## src/hdl/tlptm_pkg.sv

```systemverilog
// shared types, constants and enums for the two-level page table manager
package tlptm_pkg;

  // default size of the page table pool
  localparam int unsigned NumTablesDef = 16;

  // address split and entry layout
  localparam int unsigned IdxW       = 10;
  localparam int unsigned DirEntries = 1 << IdxW;
  localparam int unsigned DirShift   = 22;
  localparam int unsigned PageShift  = 12;
  localparam int unsigned BitPresent = 0;
  localparam int unsigned BitLarge   = 7;

  localparam logic [11:0] EntPresent = 12'h001;
  localparam logic [11:0] EntLarge   = 12'h080;

  // command codes
  typedef enum logic [1:0] {
    CMD_TRANSLATE = 2'd0,
    CMD_MAP_SMALL = 2'd1,
    CMD_MAP_LARGE = 2'd2,
    CMD_UNMAP     = 2'd3
  } cmd_e;

  // result status codes
  typedef enum logic [2:0] {
    STAT_OK       = 3'd0,
    STAT_UNMAPPED = 3'd1,
    STAT_NOSPACE  = 3'd2,
    STAT_MISALIGN = 3'd3,
    STAT_CONFLICT = 3'd4
  } status_e;

  // how the result address is formed
  typedef enum logic [1:0] {
    RES_NONE  = 2'd0,
    RES_PASS  = 2'd1,
    RES_LARGE = 2'd2,
    RES_SMALL = 2'd3
  } res_sel_e;

  // controller states
  typedef enum logic [2:0] {
    S_CLEAR = 3'd0,
    S_IDLE  = 3'd1,
    S_DIR   = 3'd2,
    S_PDE   = 3'd3,
    S_PTE   = 3'd4,
    S_FIN   = 3'd5
  } state_e;

  // input item
  typedef struct packed {
    logic [1:0]  command;
    logic [31:0] virtual_address;
    logic [31:0] physical_address;
    logic [11:0] page_flags;
  } in_item_t;

  // result item
  typedef struct packed {
    logic [2:0]  status;
    logic [31:0] translated_address;
    logic        mapped;
  } out_item_t;

  // controller to datapath commands
  typedef struct packed {
    logic     clear;
    logic     capture;
    logic     dir_rd;
    logic     pool_rd;
    logic     dir_wr_tab;
    logic     dir_wr_large;
    logic     pool_wr_map;
    logic     pool_wr_zero;
    logic     res_we;
    res_sel_e res_sel;
    status_e  res_status;
    logic     out_load;
  } ctrl_cmd_t;

  // datapath to controller status
  typedef struct packed {
    logic clear_done;
    cmd_e cmd;
    logic paging;
    logic pde_large;
    logic tab_ok;
    logic pool_full;
    logic misaligned;
    logic pte_valid;
    logic out_busy;
  } dp_stat_t;

endpackage

```

## src/hdl/tlptm_ctrl.sv

```systemverilog
// sequencing state machine for the page table manager
module tlptm_ctrl import tlptm_pkg::*; (
  input  logic      clk_i,
  input  logic      rst_ni,
  input  logic      in_valid_i,
  output logic      in_stall_o,
  input  dp_stat_t  stat_i,
  output ctrl_cmd_t cmd_o
);

  state_e state_q, state_d;

  // state register
  always_ff @(posedge clk_i or negedge rst_ni) begin
    if (!rst_ni) begin
      state_q <= S_CLEAR;
    end else begin
      state_q <= state_d;
    end
  end

  // next state and commands
  always_comb begin
    state_d    = state_q;
    cmd_o      = '0;
    in_stall_o = 1'b1;
    unique case (state_q)
      S_CLEAR: begin
        cmd_o.clear = 1'b1;
        if (stat_i.clear_done) begin
          state_d = S_IDLE;
        end
      end
      S_IDLE: begin
        in_stall_o = 1'b0;
        if (in_valid_i) begin
          cmd_o.capture = 1'b1;
          state_d       = S_DIR;
        end
      end
      S_DIR: begin
        cmd_o.dir_rd = 1'b1;
        state_d      = S_PDE;
      end
      S_PDE: begin
        cmd_o.res_we = 1'b1;
        state_d      = S_FIN;
        unique case (stat_i.cmd)
          CMD_TRANSLATE: begin
            priority if (!stat_i.paging) begin
              cmd_o.res_sel = RES_PASS;
            end else if (stat_i.pde_large) begin
              cmd_o.res_sel = RES_LARGE;
            end else if (stat_i.tab_ok) begin
              cmd_o.res_we  = 1'b0;
              cmd_o.pool_rd = 1'b1;
              state_d       = S_PTE;
            end else begin
              cmd_o.res_status = STAT_UNMAPPED;
            end
          end
          CMD_MAP_SMALL: begin
            priority if (stat_i.pde_large) begin
              cmd_o.res_status = STAT_CONFLICT;
            end else if (stat_i.tab_ok) begin
              cmd_o.pool_wr_map = 1'b1;
            end else if (stat_i.pool_full) begin
              cmd_o.res_status = STAT_NOSPACE;
            end else begin
              cmd_o.dir_wr_tab  = 1'b1;
              cmd_o.pool_wr_map = 1'b1;
            end
          end
          CMD_MAP_LARGE: begin
            if (stat_i.misaligned) begin
              cmd_o.res_status = STAT_MISALIGN;
            end else begin
              cmd_o.dir_wr_large = 1'b1;
            end
          end
          CMD_UNMAP: begin
            priority if (stat_i.pde_large) begin
              cmd_o.res_status = STAT_CONFLICT;
            end else if (stat_i.tab_ok) begin
              cmd_o.pool_wr_zero = 1'b1;
            end else begin
              cmd_o.res_status = STAT_UNMAPPED;
            end
          end
          default: begin
            cmd_o.res_status = STAT_UNMAPPED;
          end
        endcase
      end
      S_PTE: begin
        cmd_o.res_we = 1'b1;
        state_d      = S_FIN;
        if (stat_i.pte_valid) begin
          cmd_o.res_sel = RES_SMALL;
        end else begin
          cmd_o.res_status = STAT_UNMAPPED;
        end
      end
      S_FIN: begin
        if (!stat_i.out_busy) begin
          cmd_o.out_load = 1'b1;
          state_d        = S_IDLE;
        end
      end
      default: begin
        state_d = S_CLEAR;
      end
    endcase
  end

endmodule

```

## config.mk

```make
export PLATFORM = sky130hd
export DESIGN_NAME = tlptm_ctrl
export DESIGN_NICKNAME = d
export VERILOG_FILES = /design/src/hdl/tlptm_pkg.sv /design/src/hdl/tlptm_ctrl.sv
export SDC_FILE = /design/constraint.sdc
export NUM_CORES = 1
export LEC_CHECK = 0
export BUFFER_PORTS_ARGS = -buffer_cell sky130_fd_sc_hd__buf_2
export CAP_MARGIN = 20
export CORE_AREA = 2 2 39 41
export DETAILED_ROUTE_END_ITERATION = 12
export DIE_AREA = 0 0 41 43
export PLACE_DENSITY_LB_ADDON = 0.15
export SLEW_MARGIN = 20
export SYNTH_ARGS = -nofsm -noshare
export SYNTH_HDL_FRONTEND = slang
export SYNTH_SLANG_ARGS = --single-unit
export TNS_END_PERCENT = 1
```

## constraint.sdc

```tcl
create_clock -name clk_i -period 1.3 [get_ports clk_i]
set_clock_uncertainty 0.15 [all_clocks]
set_input_delay 0.13 -clock clk_i [delete_from_list [all_inputs] [get_ports clk_i]]
set_output_delay 0.13 -clock clk_i [all_outputs]
set_load 0.02 [all_outputs]
```

# After elaboration in Yosys (flattened, before gate mapping)
# Index checks and enable logic that the tools add are counted.
[totals]
ff_bits = 3
latch_bits = 0
ram_bits = 0
romBits = 0
input_bits = 13
output_inout_bits = 16
word_cells = 63
mem_count = 0
[op_classes]
n_addsub = 0
mul = 0
div_mod_pow = 0
order_cmp = 0
n_eq_ne = 11
n_shift = 0
n_mux = 48
n_bitwise = 0
n_reduce_logical = 3
[op_table]
columns = ["operator", "n"]
rows = [
  ["3-bit 2-to-1 mux", 10],
  ["1-bit 2-to-1 mux", 28],
  ["3-bit one-hot mux with 6 select lines", 1],
  ["2-bit 2-to-1 mux", 6],
  ["3-bit one-hot mux with 4 select lines", 1],
  ["6-bit one-hot mux with 2 select lines", 1],
  ["3-bit by 2-bit equality test with 1-bit output, second input constant", 2],
  ["3-bit equality test, second input constant", 2],
  ["2-bit inequality test, second input constant", 3],
  ["5-bit 2-to-1 mux", 1],
  ["2-bit equality test, second input constant", 2],
  ["3-bit by 1-bit equality test with 1-bit output, second input constant", 1],
  ["3-bit zero test", 1],
  ["3-bit AND reduction", 1],
  ["2-bit by 1-bit equality test with 1-bit output, second input constant", 1],
  ["2-bit zero test", 1],
]

# Longest topological paths before layout
[depth]
word_depth = 5
depth_mapped = 4
ltp_nobuf = 3

# Worst setup path after synthesis
# No wires, ideal clock.
[synth_timing]
kind = "register to output"
from = "reg state_q[1]"
to = "out cmd_o[9] in the netlist's numbering"
arrival_time_ns = 1.406
t_required_ns = 1.020
slack_ns = -0.386
path_stages_with_launch = 4
n_path_buf = 1
cell_sequence = "dfrtp_1 > buf_2 > nand3b_1 > nor4b_1"
[synth_lines]
columns = ["item", "line", "text"]
rows = [
  ["from (decl)", "tlptm_ctrl.sv:11", "state_e state_q, state_d;"],
  ["from (signal assigned)", "tlptm_ctrl.sv:18", "state_q <= state_d;"],
  ["to (decl)", "tlptm_ctrl.sv:8", "output ctrl_cmd_t cmd_o"],
]

==> run_summary.xml <==
<?xml version="1.0" encoding="UTF-8"?>
<metrics>
  <group name="run_status">
    <metric name="status" unit="">finished with violations</metric>
    <metric name="failed_checks" unit="">negative setup slack</metric>
  </group>
  <group name="finish">
    <metric name="synthToLayoutAreaGrowth" unit="%">128</metric>
    <metric name="max_ffs_per_register" unit="">3</metric>
    <metric name="largest_registers" unit="">state_q (3)</metric>
    <metric name="post_route_cells_drive_above_1_share" unit="">0.696</metric>
    <metric name="nNetsFinal" unit="">116</metric>
    <metric name="largest_register" unit="">state_q</metric>
    <metric name="final_cells" unit="">118</metric>
    <metric name="final_design_utilization" unit="">0.649</metric>
    <metric name="antenna-diode-count" unit="">0</metric>
    <metric name="fill_cells" unit="">133</metric>
  </group>
  <group name="worst_setup_path">
    <metric name="criticalPathCategory" unit="">flip-flop to output pin</metric>
    <metric name="rr_worst_depth" unit="">5</metric>
    <metric name="r2r-end" unit="">state_q[0]$_DFFE_PN0P_</metric>
    <metric name="critPathRequiredTime" unit="ns">1.02</metric>
    <metric name="setup_slack_on_the_worst_flop_to_flop_path" unit="ns">-0.07</metric>
    <metric name="cp_max_fo" unit="">4</metric>
    <metric name="critical-path-slowest-cell" unit="">sky130_fd_sc_hd__dfrtp_1</metric>
    <metric name="path_cells" unit="">and3b_4 -&gt; nand2_4 -&gt; a2111oi_4 -&gt; buf_4</metric>
    <metric name="crit-reg2reg-launch" unit="">state_q[0]$_DFFE_PN0P_</metric>
    <metric name="timing.critical_path.to_type" unit="">output pin</metric>
    <metric name="worst_path_largest_cell_delay" unit="ns">0.39</metric>
    <metric name="worstPathArrival" unit="ns">1.39</metric>
    <metric name="worstSetupStartpointType" unit="">flip-flop</metric>
  </group>
  <group name="timing">
    <metric name="timing.final.max_slew_violations" unit="">0</metric>
    <metric name="fin_tns_setup" unit="ns">-4.34</metric>
    <metric name="fin_hold_ws" unit="ns">0.0666</metric>
    <metric name="worst_slack" unit="ns">-0.370</metric>
    <metric name="fmax" unit="MHz">599</metric>
    <metric name="grt_setup_unrepaired" unit="">true</metric>
    <metric name="timing.final.setup_violations" unit="">18</metric>
    <metric name="timing.final.crit_share" unit="">1.28</metric>
    <metric name="fin_crit" unit="ns">1.67</metric>
    <metric name="max_slew.worst_pin.slew" unit="ns">0.282</metric>
    <metric name="timing.final.hold_violations" unit="">0</metric>
    <metric name="worst_slew_margin" unit="">0.812</metric>
  </group>
  <group name="floorplanning">
    <metric name="core_area" unit="mm2">0.00138</metric>
    <metric name="die_h" unit="um">43</metric>
    <metric name="die_area" unit="mm2">0.00176</metric>
    <metric name="die_w" unit="um">41</metric>
    <metric name="starting_utilization_of_the_core_area" unit="">0.285</metric>
    <metric name="placementRows" unit="">14</metric>
    <metric name="io_pins" unit="">29</metric>
  </group>
  <group name="placement">
    <metric name="gp_congestion" unit="">0.695</metric>
    <metric name="place_hpwl" unit="um">1020</metric>
    <metric name="placedCellCount" unit="">112</metric>
    <metric name="place.port_buffers" unit="">28</metric>
  </group>
  <group name="route">
    <metric name="post-route-drc-count" unit="">0</metric>
    <metric name="first_iter_violations" unit="">4</metric>
    <metric name="avgViaCountPerCell" unit="">4.87</metric>
    <metric name="finalWirelength" unit="um">1380</metric>
    <metric name="number_of_detailed_route_iterations_in_the_first_pass" unit="">2</metric>
    <metric name="drt-wirelength-per-cell" unit="um">11.7</metric>
    <metric name="antenna_left" unit="">0</metric>
    <metric name="num_vias" unit="">575</metric>
  </group>
  <group name="cts">
    <metric name="cts-root-to-sink-buffers" unit="">2</metric>
    <metric name="cts.root.buffer_cell" unit="">sky130_fd_sc_hd__clkbuf_4</metric>
    <metric name="h-tree-depth" unit="">1</metric>
    <metric name="cts_buffers" unit="">3</metric>
    <metric name="tritoncts_num_sinks" unit="">3</metric>
    <metric name="clk_latency" unit="ns">0.23</metric>
    <metric name="cts_tree" unit="">done</metric>
    <metric name="clk_transition_reported_paths" unit="ns">0.04</metric>
  </group>
  <group name="logic_synthesis">
    <metric name="synth_cells" unit="">51</metric>
    <metric name="yosys.cell_count.top_type" unit="">sky130_fd_sc_hd__nor2_1</metric>
    <metric name="synth.top_cells.by_area" unit="">sky130_fd_sc_hd__dfrtp_1 19%, sky130_fd_sc_hd__a2111oi_4 7.0%, sky130_fd_sc_hd__o21ai_0 6.3%</metric>
    <metric name="yosys_warnings" unit="">0</metric>
    <metric name="synthFlopType" unit="">sky130_fd_sc_hd__dfrtp_1</metric>
    <metric name="synth_nets" unit="">64</metric>
    <metric name="synthDistinctLibCells" unit="">27</metric>
    <metric name="synth_largest_area_cell" unit="">sky130_fd_sc_hd__dfrtp_1</metric>
    <metric name="synthesis.area" unit="um2">394</metric>
    <metric name="synth_commonest_cells" unit="">6 x sky130_fd_sc_hd__nor2_1, 5 x sky130_fd_sc_hd__nand2_1, 5 x sky130_fd_sc_hd__o21ai_0</metric>
    <metric name="async_s_r_ff_share_synth" unit="">1.00</metric>
    <metric name="synth_top_area_share" unit="">0.190</metric>
    <metric name="ys_seq_elements" unit="">3</metric>
    <metric name="synth_edf_count" unit="">0</metric>
    <metric name="ys_seq_area_frac" unit="">0.190</metric>
    <metric name="synth.avg_cell_area" unit="um2">7.73</metric>
  </group>
  <group name="power">
    <metric name="power.total" unit="uW">1500</metric>
    <metric name="cellLeakagePower" unit="uW">0.000419</metric>
    <metric name="power_per_cell_area" unit="mW/mm2">1670</metric>
    <metric name="ir_worst_vdd" unit="mV">1.18</metric>
  </group>
  <group name="global_route">
    <metric name="maximum_number_of_pins_on_one_net_before_global_route_repair" unit="">8</metric>
    <metric name="grt_util_all_layers" unit="">0.164</metric>
    <metric name="first_global_vias" unit="">573</metric>
    <metric name="initial_antenna_violation_count" unit="">0</metric>
    <metric name="globalRouteOverflowTotal" unit="">0</metric>
    <metric name="first_pass_grt_wire_length" unit="um">2100</metric>
  </group>
  <group name="job">
    <metric name="maxCapViolCount" unit="">0</metric>
  </group>
  <group name="hold_path">
    <metric name="hp_class" unit="">input port to asynchronous set/reset pin</metric>
  </group>
</metrics>
==> layer usage <==
metal,GRT usage,vias to the layer above,wire length (um)
li1,-,292,-
met1,0.162,265,503
met4,0.0600,0,0
met3,0.0209,0,79
met2,0.313,18,793
met5,0,-,0
==> through the flow <==
step	worst slack, ns	instance area (um2)
detailed placement	-0.148	738
finish	-0.370	898
global route	-0.431	898
floorplan	-0.113	444
global placement	-0.137	738
CTS	-0.383	867
==> worst max-delay path, delay by kind of cell (launching register included) <==
kind | cells | cell delay, ns
flip-flops | 1 | 0.39
AO/OA/AOI/OAI | 1 | 0.18
buffers and inverters | 1 | 0.19
AND/OR/NAND/NOR | 2 | 0.40
==> cell families (layout without fill, tap and decap cells) <==
kind of cell / Yosys count / after routing / synth area share
and+or+nand+nor: 29 / 29 / 0.441
DFF: 3 / 3 / 0.190
buffers and inverters: 5 / 56 / 0.0508
AOI/OAI and AO/OA: 14 / 14 / 0.317
==> where the power goes <==
part | total (uW) | switching [uW] | leakage, uW | internal [uW]
clock network | 167 | 51.7 | 0.0000150 | 115
registers | 195 | 55.2 | 0.0000356 | 140
logic | 1130 | 553 | 0.000369 | 581
==> worst max-delay path by stage <==
stage | startpoint | to | cells after the start
floorplan | state_q[1]$_DFFE_PN0P_ | cmd_o[2] | 3
global placement | state_q[0]$_DFFE_PN0P_ | cmd_o[13] | 5
detailed placement | state_q[2]$_DFFE_PN0P_ | cmd_o[8] | 4
CTS | state_q[2]$_DFFE_PN0P_ | cmd_o[8] | 4
global route | state_q[2]$_DFFE_PN0P_ | cmd_o[8] | 4
finish | state_q[2]$_DFFE_PN0P_ | cmd_o[8] | 4
==> placed cells by master (no fill, tap or decap), types with 2 or more instances in the layout <==
cell type,instances
sky130_fd_sc_hd__nor2b_1,2
sky130_fd_sc_hd__nand3_1,2
sky130_fd_sc_hd__clkbuf_4,3
sky130_fd_sc_hd__a21oi_1,2
sky130_fd_sc_hd__nand2_1,4
sky130_fd_sc_hd__inv_1,2
sky130_fd_sc_hd__buf_6,9
sky130_fd_sc_hd__buf_2,14
sky130_fd_sc_hd__nand3b_1,2
sky130_fd_sc_hd__o21ai_0,2
sky130_fd_sc_hd__nor3_2,2
sky130_fd_sc_hd__nor2_1,4
sky130_fd_sc_hd__o21ai_1,2
sky130_fd_sc_hd__buf_4,25
sky130_fd_sc_hd__dfrtp_1,2
==> what timing repair did <==
item	CTS	global route
resized for setup	29	6
endpoints found under the hold margin	3	0
endpoints found under the setup margin	18	18
buffers inserted	1	0
pin swaps	8	1
hold buffers	1	0
==> layout make-up <==
cell class                      count  area (um2)  share of cell area
Inverter                            3        13.8              0.0153
Clock buffer                        4        26.3              0.0292
Tap cell                           16        20.0              0.0223
Sequential cell                     3        76.3              0.0850
Timing Repair Buffer               49         369               0.411
Multi-Input combinational cell     43         393               0.437
Note: power is estimated with default switching activity, not from simulation.
